File: src/hdl/apm_pkg.sv
// ----------------------------------------------------------------------------
// apm_pkg
// Types, constants and preset coefficient tables for the anaglyph mixer.
// ----------------------------------------------------------------------------
package apm_pkg;

   localparam int MODE_COUNT     = 12;
   localparam int COEF_FRAC_BITS = 10;
   localparam int TABLE_MODES    = 12;

   localparam int CHAN_W   = 8;
   localparam int COEF_W   = COEF_FRAC_BITS + 1;
   localparam int PROD_W   = CHAN_W + COEF_W;
   localparam int SUM_W    = CHAN_W + 2;
   localparam int MODE_W   = 4;
   localparam int IDX_W    = $clog2(TABLE_MODES);
   localparam int CSR_IDX_W  = 1;
   localparam int CSR_DATA_W = MODE_W;

   typedef logic [CHAN_W-1:0]     chan_type;
   typedef chan_type [2:0]        pixel_type;   // [0] red, [1] green, [2] blue
   typedef logic [COEF_W-1:0]     coef_type;
   typedef coef_type [2:0]        row_type;
   typedef row_type [2:0]         preset_type;  // [0] left red, [1] right green, [2] right blue
   typedef preset_type [TABLE_MODES-1:0] coef_table_type;
   typedef logic [MODE_W-1:0]     mode_type;
   typedef logic [IDX_W-1:0]      midx_type;
   typedef midx_type [2**MODE_W-1:0] mode_map_type;
   typedef logic [CSR_IDX_W-1:0]  csr_idx_type;
   typedef logic [CSR_DATA_W-1:0] csr_data_type;

   typedef struct packed {
      mode_type mode;
      logic     swap_eyes;
   } cfg_type;

   localparam csr_idx_type REG_MODE = CSR_IDX_W'(0);
   localparam csr_idx_type REG_SWAP = CSR_IDX_W'(1);

   localparam logic [SUM_W-1:0]  CHAN_MAX   = SUM_W'(2**CHAN_W - 1);
   localparam logic [PROD_W-1:0] ROUND_HALF = PROD_W'(1) << (COEF_FRAC_BITS - 1);

   // weights in thousandths: mode, row, color
   localparam int PRESET_K [TABLE_MODES][3][3] = '{
      '{'{1000, 0, 0},    '{0, 1000, 0},    '{0, 0, 1000}},
      '{'{299, 587, 114}, '{0, 0, 0},       '{299, 587, 114}},
      '{'{299, 587, 114}, '{299, 587, 114}, '{299, 587, 114}},
      '{'{299, 587, 114}, '{0, 1000, 0},    '{0, 0, 1000}},
      '{'{0, 700, 300},   '{0, 1000, 0},    '{0, 0, 1000}},
      '{'{0, 0, 0},       '{0, 0, 0},       '{0, 0, 1000}},
      '{'{0, 0, 0},       '{0, 1000, 0},    '{0, 0, 0}},
      '{'{1000, 0, 0},    '{0, 1000, 0},    '{0, 0, 0}},
      '{'{1000, 0, 0},    '{0, 0, 0},       '{0, 0, 1000}},
      '{'{0, 0, 0},       '{0, 0, 0},       '{0, 0, 1000}},
      '{'{299, 587, 114}, '{100, 100, 100}, '{299, 587, 114}},
      '{'{299, 587, 114}, '{300, 300, 300}, '{299, 587, 114}}
   };

   // round-half-up conversion to fixed point, evaluated at elaboration
   function automatic coef_table_type build_coefs();
      coef_table_type t;
      int k;
      t = '0;
      for (int m = 0; m < TABLE_MODES; m++) begin
         for (int r = 0; r < 3; r++) begin
            for (int c = 0; c < 3; c++) begin
               k = PRESET_K[m][r][c];
               t[m][r][c] = COEF_W'(((k << COEF_FRAC_BITS) + 500) / 1000);
            end
         end
      end
      return t;
   endfunction

   function automatic mode_map_type build_mode_map();
      mode_map_type t;
      int idx;
      for (int v = 0; v < 2**MODE_W; v++) begin
         idx = v % MODE_COUNT;
         if (idx >= TABLE_MODES) begin
            idx = idx % TABLE_MODES;
         end
         t[v] = IDX_W'(idx);
      end
      return t;
   endfunction

   localparam coef_table_type COEFS    = build_coefs();
   localparam mode_map_type   MODE_MAP = build_mode_map();

endpackage

File: src/hdl/apm_req_if.sv
// ----------------------------------------------------------------------------
// apm_req_if
// Request channel: one left and one right RGB888 pixel per transfer.
// ----------------------------------------------------------------------------
interface apm_req_if;
   import apm_pkg::*;

   logic     valid;
   logic     ready;
   chan_type left_red;
   chan_type left_green;
   chan_type left_blue;
   chan_type right_red;
   chan_type right_green;
   chan_type right_blue;

   modport source (
      output valid, left_red, left_green, left_blue,
      output right_red, right_green, right_blue,
      input  ready
   );

   modport sink (
      input  valid, left_red, left_green, left_blue,
      input  right_red, right_green, right_blue,
      output ready
   );

endinterface

File: src/hdl/apm_rsp_if.sv
// ----------------------------------------------------------------------------
// apm_rsp_if
// Response channel: one anaglyph RGB888 pixel per transfer.
// ----------------------------------------------------------------------------
interface apm_rsp_if;
   import apm_pkg::*;

   logic     valid;
   logic     ready;
   chan_type out_red;
   chan_type out_green;
   chan_type out_blue;

   modport source (
      output valid, out_red, out_green, out_blue,
      input  ready
   );

   modport sink (
      input  valid, out_red, out_green, out_blue,
      output ready
   );

endinterface

File: src/hdl/anaglyph_pixel_mixer.sv
// ----------------------------------------------------------------------------
// anaglyph_pixel_mixer
// Stereo RGB888 pair in, anaglyph RGB888 pixel out, preset color matrices.
// ----------------------------------------------------------------------------
// Usage:
//   req_chan carries one left and one right camera pixel per request; rsp_chan
//   returns one mixed pixel per request, in order. Both use valid/ready.
//   csr_we/csr_index/csr_wdata write mode (index 0, reduced modulo the preset
//   count) and swap_eyes (index 1); write them only while no request is in
//   flight.
//   Path: an accepted request goes into the input register, then its mixed
//   result into the result register, where rsp_chan offers it. Throughput:
//   1 request per cycle while rsp_chan does not stall; the three row
//   multiply-add-clip units sit between the two registers.
//   Reset (synchronous) empties both stages and sets mode 0 (pass-through),
//   swap off.
//   When the receiver stalls the result register holds; the input register
//   still takes one more request, then req_chan.ready drops until rsp_chan
//   drains.
// ----------------------------------------------------------------------------
module anaglyph_pixel_mixer (
   input  logic                  clock,
   input  logic                  reset,
   apm_req_if.sink               req_chan,
   apm_rsp_if.source             rsp_chan,
   input  logic                  csr_we,
   input  apm_pkg::csr_idx_type  csr_index,
   input  apm_pkg::csr_data_type csr_wdata
);
   import apm_pkg::*;

   cfg_type   cfg;
   logic      req_accept;
   logic      s2_load;
   logic      s1_valid_ff, s1_valid_in;
   logic      s2_valid_ff, s2_valid_in;
   pixel_type left_ff, left_in;
   pixel_type right_ff, right_in;
   pixel_type mix_ff, mix_in;
   pixel_type lsrc, rsrc;
   midx_type  mode_idx;
   preset_type coef_sel;

   apm_csr u_csr (
      .clock     (clock),
      .reset     (reset),
      .csr_we    (csr_we),
      .csr_index (csr_index),
      .csr_wdata (csr_wdata),
      .cfg       (cfg)
   );

   // handshake
   assign s2_load        = !s2_valid_ff || rsp_chan.ready;
   assign req_chan.ready = !s1_valid_ff || s2_load;
   assign req_accept     = req_chan.valid && req_chan.ready;

   assign s1_valid_in = req_accept ? 1'b1 : (s2_load ? 1'b0 : s1_valid_ff);
   assign s2_valid_in = s2_load ? s1_valid_ff : s2_valid_ff;

   assign left_in  = req_accept ? {req_chan.left_blue, req_chan.left_green, req_chan.left_red}
                                : left_ff;
   assign right_in = req_accept ? {req_chan.right_blue, req_chan.right_green,
                                   req_chan.right_red}
                                : right_ff;

   // mixing between the registers
   assign mode_idx = MODE_MAP[cfg.mode];
   assign coef_sel = COEFS[mode_idx];
   assign lsrc     = cfg.swap_eyes ? right_ff : left_ff;
   assign rsrc     = cfg.swap_eyes ? left_ff  : right_ff;

   apm_row u_row_red (
      .px     (lsrc),
      .coef   (coef_sel[0]),
      .result (mix_in[0])
   );

   apm_row u_row_green (
      .px     (rsrc),
      .coef   (coef_sel[1]),
      .result (mix_in[1])
   );

   apm_row u_row_blue (
      .px     (rsrc),
      .coef   (coef_sel[2]),
      .result (mix_in[2])
   );

   always_ff @(posedge clock) begin
      if (reset) begin
         s1_valid_ff <= 1'b0;
         s2_valid_ff <= 1'b0;
      end else begin
         s1_valid_ff <= s1_valid_in;
         s2_valid_ff <= s2_valid_in;
      end
   end

   always_ff @(posedge clock) begin
      left_ff  <= left_in;
      right_ff <= right_in;
      if (s2_load && s1_valid_ff) begin
         mix_ff <= mix_in;
      end
   end

   assign rsp_chan.valid     = s2_valid_ff;
   assign rsp_chan.out_red   = mix_ff[0];
   assign rsp_chan.out_green = mix_ff[1];
   assign rsp_chan.out_blue  = mix_ff[2];

   // assertions
   a_reset_empty: assert property (@(posedge clock) reset |=> !s2_valid_ff && !s1_valid_ff)
      else $error("pipeline not empty after reset");

   a_accept_fills: assert property (@(posedge clock) disable iff (reset)
      req_accept |=> s1_valid_ff)
      else $error("accepted request lost at input register");

   a_advance: assert property (@(posedge clock) disable iff (reset)
      (s1_valid_ff && s2_load) |=> s2_valid_ff)
      else $error("stage 1 result not moved to output");

   a_backpressure: assert property (@(posedge clock) disable iff (reset)
      !req_chan.ready |-> (s1_valid_ff && s2_valid_ff && !rsp_chan.ready))
      else $error("request stalled without full pipeline");

   a_passthrough: assert property (@(posedge clock) disable iff (reset)
      (s1_valid_ff && s2_load && mode_idx == '0 && !cfg.swap_eyes)
      |=> rsp_chan.out_red == $past(left_ff[0]) && rsp_chan.out_blue == $past(right_ff[2]))
      else $error("mode 0 does not pass pixels through");

endmodule

File: src/hdl/apm_csr.sv
// ----------------------------------------------------------------------------
// apm_csr
// Configuration registers: preset mode and eye swap.
// ----------------------------------------------------------------------------
module apm_csr (
   input  logic                  clock,
   input  logic                  reset,
   input  logic                  csr_we,
   input  apm_pkg::csr_idx_type  csr_index,
   input  apm_pkg::csr_data_type csr_wdata,
   output apm_pkg::cfg_type      cfg
);
   import apm_pkg::*;

   cfg_type cfg_ff;
   cfg_type cfg_in;

   always_comb begin
      cfg_in = cfg_ff;
      if (csr_we) begin
         case (csr_index)
            REG_MODE: cfg_in.mode      = csr_wdata[MODE_W-1:0];
            REG_SWAP: cfg_in.swap_eyes = csr_wdata[0];
            default:  cfg_in = cfg_ff;
         endcase
      end
   end

   always_ff @(posedge clock) begin
      if (reset) begin
         cfg_ff <= '0;
      end else begin
         cfg_ff <= cfg_in;
      end
   end

   assign cfg = cfg_ff;

endmodule

File: src/hdl/apm_row.sv
// ----------------------------------------------------------------------------
// apm_row
// One matrix row: three rounded products summed and clipped to 8 bits.
// ----------------------------------------------------------------------------
module apm_row (
   input  apm_pkg::pixel_type px,
   input  apm_pkg::row_type   coef,
   output apm_pkg::chan_type  result
);
   import apm_pkg::*;

   logic [PROD_W-1:0] prod [3];
   chan_type          term [3];
   logic [SUM_W-1:0]  sum;

   always_comb begin
      for (int i = 0; i < 3; i++) begin
         // each product rounds on its own, half up
         prod[i] = PROD_W'(px[i]) * PROD_W'(coef[i]) + ROUND_HALF;
         term[i] = prod[i][COEF_FRAC_BITS +: CHAN_W];
      end
      sum = SUM_W'(term[0]) + SUM_W'(term[1]) + SUM_W'(term[2]);
   end

   assign result = (sum > CHAN_MAX) ? CHAN_MAX[CHAN_W-1:0] : sum[CHAN_W-1:0];

endmodule

File: src/flat_wrapper.sv
// flat-port wrapper written by rule: the top's interface ports become plain ports
module anaglyph_pixel_mixer_flat import apm_pkg::*;
  (clock, reset, csr_we, csr_index, csr_wdata, req_chan_valid, req_chan_left_red, req_chan_left_green, req_chan_left_blue, req_chan_right_red, req_chan_right_green, req_chan_right_blue, req_chan_ready, rsp_chan_valid, rsp_chan_out_red, rsp_chan_out_green, rsp_chan_out_blue, rsp_chan_ready);
  apm_req_if req_chan_i ();
  apm_rsp_if rsp_chan_i ();
  input  logic clock;
  input  logic reset;
  input  logic csr_we;
  input  apm_pkg::csr_idx_type csr_index;
  input  apm_pkg::csr_data_type csr_wdata;
  input wire logic [$bits(req_chan_i.valid)-1:0] req_chan_valid;
  input wire logic [$bits(req_chan_i.left_red)-1:0] req_chan_left_red;
  input wire logic [$bits(req_chan_i.left_green)-1:0] req_chan_left_green;
  input wire logic [$bits(req_chan_i.left_blue)-1:0] req_chan_left_blue;
  input wire logic [$bits(req_chan_i.right_red)-1:0] req_chan_right_red;
  input wire logic [$bits(req_chan_i.right_green)-1:0] req_chan_right_green;
  input wire logic [$bits(req_chan_i.right_blue)-1:0] req_chan_right_blue;
  output wire logic [$bits(req_chan_i.ready)-1:0] req_chan_ready;
  output wire logic [$bits(rsp_chan_i.valid)-1:0] rsp_chan_valid;
  output wire logic [$bits(rsp_chan_i.out_red)-1:0] rsp_chan_out_red;
  output wire logic [$bits(rsp_chan_i.out_green)-1:0] rsp_chan_out_green;
  output wire logic [$bits(rsp_chan_i.out_blue)-1:0] rsp_chan_out_blue;
  input wire logic [$bits(rsp_chan_i.ready)-1:0] rsp_chan_ready;
  assign req_chan_i.valid = req_chan_valid;
  assign req_chan_i.left_red = req_chan_left_red;
  assign req_chan_i.left_green = req_chan_left_green;
  assign req_chan_i.left_blue = req_chan_left_blue;
  assign req_chan_i.right_red = req_chan_right_red;
  assign req_chan_i.right_green = req_chan_right_green;
  assign req_chan_i.right_blue = req_chan_right_blue;
  assign req_chan_ready = req_chan_i.ready;
  assign rsp_chan_valid = rsp_chan_i.valid;
  assign rsp_chan_out_red = rsp_chan_i.out_red;
  assign rsp_chan_out_green = rsp_chan_i.out_green;
  assign rsp_chan_out_blue = rsp_chan_i.out_blue;
  assign rsp_chan_i.ready = rsp_chan_ready;
  anaglyph_pixel_mixer u_core (.clock(clock), .reset(reset), .req_chan(req_chan_i), .rsp_chan(rsp_chan_i), .csr_we(csr_we), .csr_index(csr_index), .csr_wdata(csr_wdata));
endmodule
File: config.mk
export PLATFORM = sky130hd
export DESIGN_NAME = anaglyph_pixel_mixer_flat
export DESIGN_NICKNAME = d
export VERILOG_FILES = /design/src/hdl/apm_pkg.sv /design/src/hdl/apm_req_if.sv /design/src/hdl/apm_rsp_if.sv /design/src/hdl/anaglyph_pixel_mixer.sv /design/src/hdl/apm_csr.sv /design/src/hdl/apm_row.sv /design/src/flat_wrapper.sv
export SDC_FILE = /design/constraint.sdc
export NUM_CORES = 1
export LEC_CHECK = 0
export ABC_AREA = 1
export BUFFER_PORTS_ARGS = -buffer_cell sky130_fd_sc_hd__buf_2
export CAP_MARGIN = 20
export CORE_ASPECT_RATIO = 1.1
export CORE_UTILIZATION = 65
export CTS_BUF_LIST = sky130_fd_sc_hd__clkbuf_2 sky130_fd_sc_hd__clkbuf_4 sky130_fd_sc_hd__clkbuf_8
export DETAILED_ROUTE_END_ITERATION = 6
export PLACE_DENSITY = 0.83
export SYNTH_ARGS = -nofsm -noshare
export SYNTH_HDL_FRONTEND = slang
export SYNTH_SLANG_ARGS = --single-unit
File: constraint.sdc
create_clock -name clock -period 8.55 [get_ports clock]
set_input_delay 1.2825 -clock clock [delete_from_list [all_inputs] [get_ports clock]]
set_output_delay 1.2825 -clock clock [all_outputs]
set_load 0.005 [all_outputs]
==> reports/summary.log <==
qor: logic_synthesis.ys_top_cells_by_count inv_1 (594), ha_1 (428), nand2_1 (408)
qor: grt.globalRouteMet1Util 43.3%
qor: route.via_count_normalized_by_instance_count 5.51
qor: power_and_ir_drop.p_seq_share 17.8%
qor: clock_tree.tritoncts_num_sinks 83
qor: sta.layout_worst_path_cycle_share 93.4%
qor: floorplan.pin_count 84
qor: status.outcome finished, final reports clean
qor: floorplan.die_area 31700 um^2
qor: grt.pin_count_of_the_biggest_net_entering_global_routing 54
qor: logic_synthesis.ys_ff_latch 83
qor: logic_synthesis.syn_avg_cell_area 7.94 um^2
qor: clock_tree.cts.repair_timing.setup_buffer_count 0
qor: sta.timing_worst_slew_pin_value 1.11 ns
qor: finish.register_area 2380 um^2
qor: logic_synthesis.synthCells 2538
qor: logic_synthesis.fraction_of_the_mapped_netlist_area_in_adder_cells 48.5%
qor: placed_design.detailed_place.area 21000 um^2
qor: critical_path.crit_path_end_kind flip-flop
qor: clock_tree.tritoncts_clock_tree yes
qor: clock_tree.cts_inserted_buffers 9
qor: power_and_ir_drop.worst_vdd_rail_ir_drop 0.449 mV
qor: placed_design.gp_congestion 0.956
qor: clock_tree.clock_latency 0.41 ns
qor: power_and_ir_drop.comb_power_share 72.0%
qor: floorplan.floorplan.die.width 170 um
qor: critical_path.path_max_fanout 53
qor: finish.design.final.nets 3320
qor: power_and_ir_drop.leakage 0.0124 uW
qor: logic_synthesis.synthArstFlopShare 0%
qor: flow_run.cap_violations 0
qor: grt.first_pass_grt_wire_length 82900 um
qor: finish.post_route_cells_drive_above_1_share 6.07%
qor: power_and_ir_drop.net_switching 1760 uW
qor: clock_tree.hold_buffer_count_at_cts 0
qor: placed_design.port_buffers 83
qor: logic_synthesis.yosys.cell_count.top_type inv_1
qor: logic_synthesis.synth-edff-count 72
qor: grt.overflow 0
qor: power_and_ir_drop.p_int 1740 uW
qor: placed_design.dp_hpwl 43700 um
qor: hold_path.worst_hold_path_type flip-flop to flip-flop
qor: logic_synthesis.post_synth_mux_area_share 0%
qor: logic_synthesis.synth-main-ff-cell edfxtp_1
qor: route.postRouteWirelength 49900 um
qor: sta.slew_violations 0
qor: critical_path.timing.critical_path.required 8.71 ns
qor: route.firstDrtPassIters 6
qor: critical_path.timing_worst_setup_path_type flip-flop to flip-flop
qor: clock_tree.cts_root_buf clkbuf_8
qor: critical_path.timing.critical_path.from_type flip-flop
qor: sta.final.min_clock_period 7.98 ns
qor: power_and_ir_drop.power.share.clock 10.2%
qor: finish.post-route-cell-area 21200 um^2
qor: power_and_ir_drop.power.switching_fraction 50.2%
qor: sta.max_slew_margin 25.9%
qor: power_and_ir_drop.power.total 3500 uW
qor: clock_tree.clk_path_buf_depth 2
qor: finish.syn_to_final_growth 5.36%
qor: logic_synthesis.synth_simple_gate_area_share 17.9%
qor: route.post_drt_wl_per_cell 16.5 um
qor: logic_synthesis.synth_unique_cells 48
qor: finish.fillCellCount 2509
qor: power_and_ir_drop.pwr_density_cell 165 nW/um^2
qor: grt.global_routing_usage_summed_across_all_routing_layers 33.1%
qor: grt.globalRouteMet2Util 56.9%
qor: route.ant_nets 0
qor: floorplan.design.core.area 30500 um^2
qor: grt.globalRoute.busiestLayer met2
qor: logic_synthesis.area_share_of_the_largest_cell_type_after_synthesis 26.6%
qor: critical_path.r2r.worst_path.cells 25
qor: logic_synthesis.syn-num-nets 3245
qor: logic_synthesis.synth_area_leaders ha_1 (27%), fa_1 (22%), inv_1 (11%), edfxtp_1 (11%), nand2_1 (7.6%)
qor: sta.timing_hold_violations_final 0
qor: logic_synthesis.synth_compound_area_share 7.49%
qor: sta.fmaxAchievable 125 MHz
qor: logic_synthesis.yosysWarnings 0
qor: grt.grt_use_met3 3.37%
qor: logic_synthesis.synth-seq-area-share 11.8%
qor: sta.grt_setup_unrepaired no
qor: logic_synthesis.synth_top_family_by_area adder cells
qor: sta.setup_viol 0
qor: logic_synthesis.yosys.area_share.xor_xnor 2.26%
qor: floorplan.initial_core_util 66.0%
qor: route.initialDrtViolationCount 1235
qor: floorplan.die_y 187 um
qor: critical_path.critical_path_arrival 8.14 ns
qor: logic_synthesis.synth_top_cell_by_area ha_1
qor: logic_synthesis.synth.cell_area 20200 um^2
qor: clock_tree.clk_transition_reported_paths 0.12 ns
qor: route.vias 16700
qor: route.drc 0
qor: sta.fin_setup_tns 0 ns
qor: grt.grt_antenna_before_repair 1
qor: finish.area_of_combinational_cells_with_multiple_inputs 15400 um^2
qor: sta.worst_clk_skew 0.0319 ns
qor: hold_path.hold_depth 2
qor: floorplan.fp-row-count 67
qor: clock_tree.clock_tree.htree_level_count 3
qor: clock_tree.cts_resized 0
qor: grt.grt_pass1_vias 17200
per-layer routing:
metal  share of wire [%]  up-vias
li1                    -     8150
met1                  42     7943
met2                  49      542
met3                 5.8       83
met4                 3.1        0
met5                   0        -
registers in the layout (all words and copies together) (netlist names), 4 cells and up:
signal,cells
u_core.left_ff,24
u_core.mode_idx,4
u_core.right_ff,24
u_core.rsp_chan.out_blue,8
u_core.rsp_chan.out_green,8
u_core.rsp_chan.out_red,8
u_core.u_csr.cfg,5
per-stage QoR:
step | hold slack [ns] | std cells | worst slack (ns) | util (%)
floorplan | 0.445 | 2538 | 1.73 | -
global placement | 0.512 | 3016 | 1.02 | 68.8
global route | 0.554 | 3032 | 0.0899 | 69.6
finish | 0.534 | 3033 | 0.565 | 69.6
CTS | 0.538 | 3032 | 0.675 | 69.6
detailed placement | 0.523 | 3016 | 0.687 | 68.8
cell usage in the layout, fill, tap and decap left out, types with 5 or more instances in the layout:
master,count
a211oi_1,7
a21o_1,8
a21oi_1,120
a31oi_1,8
buf_2,83
buf_4,7
clkbuf_8,9
dfxtp_1,10
edfxtp_1,72
fa_1,221
ha_1,428
inv_1,593
inv_2,8
nand2_1,408
nand2_2,12
nand3_1,67
nand3b_1,11
nand4_1,29
nor2_1,268
nor3_1,28
nor4_1,5
o21a_1,5
o21ai_0,73
o21ai_1,12
o21bai_1,13
or2_2,12
xnor2_1,17
xor2_1,35
cells by family (layout without fill, tap and decap cells):
kind of cell | Yosys count | count (layout)
compound gates | 268 | 268
xor+xnor | 52 | 52
fa+ha+maj | 649 | 649
buf+inv | 627 | 707
flops | 83 | 83
other cells | 0 | 1
simple gates | 859 | 859
worst paths after layout:
check	slack, ns	start	end
setup reg to reg	0.57	u_core.u_csr.cfg[0]$_SDFFE_PP0P_	u_core.rsp_chan.out_green[1]$_SDFFCE_PN1P_
setup / recovery	0.57	u_core.u_csr.cfg[0]$_SDFFE_PP0P_	u_core.rsp_chan.out_green[1]$_SDFFCE_PN1P_
hold / removal	0.53	u_core.s1_valid_ff$_SDFFE_PP0P_	u_core.rsp_chan.valid$_SDFFE_PP0P_
hold reg to reg	0.53	u_core.s1_valid_ff$_SDFFE_PP0P_	u_core.rsp_chan.valid$_SDFFE_PP0P_
critical path, stage by stage (launching register included):
cell	delay [ns]
dfxtp_2	0.89
inv_2	0.30
o21ai_0	0.70
nor2_1	0.21
fa_1	0.58
inv_1	0.06
fa_1	0.50
fa_1	0.50
inv_1	0.05
fa_1	0.43
ha_1	0.32
nand2_1	0.07
o21ai_0	0.22
a21oi_1	0.06
nor2_1	0.13
nor2_1	0.07
xor2_1	0.17
fa_1	0.55
inv_1	0.04
ha_1	0.21
fa_1	0.47
a21oi_1	0.16
o21ai_0	0.16
a21oi_1	0.30
nand3_1	0.24
or2_2	0.33
cell type report:
class	instances	area share (%)
antenna	1	0.0118
clock buffer	9	0.583
clock inverter	7	0.507
inverter	601	10.6
multi-input combinational	1828	72.4
sequential	83	11.2
tap	414	2.44
timing repair buffer	90	2.20
power by group through the flow:
stage / Combinational, uW / Sequential (uW) / Clock (uW)
3_5_place_dp: 2460 / 630 / 0
4_1_cts: 2510 / 622 / 360
5_1_grt: 2880 / 627 / 370
3_3_place_gp: 2400 / 628 / 0
6_report: 2520 / 621 / 357
2_1_floorplan: 1840 / 624 / 0
Power figures use the tool's default switching activity.
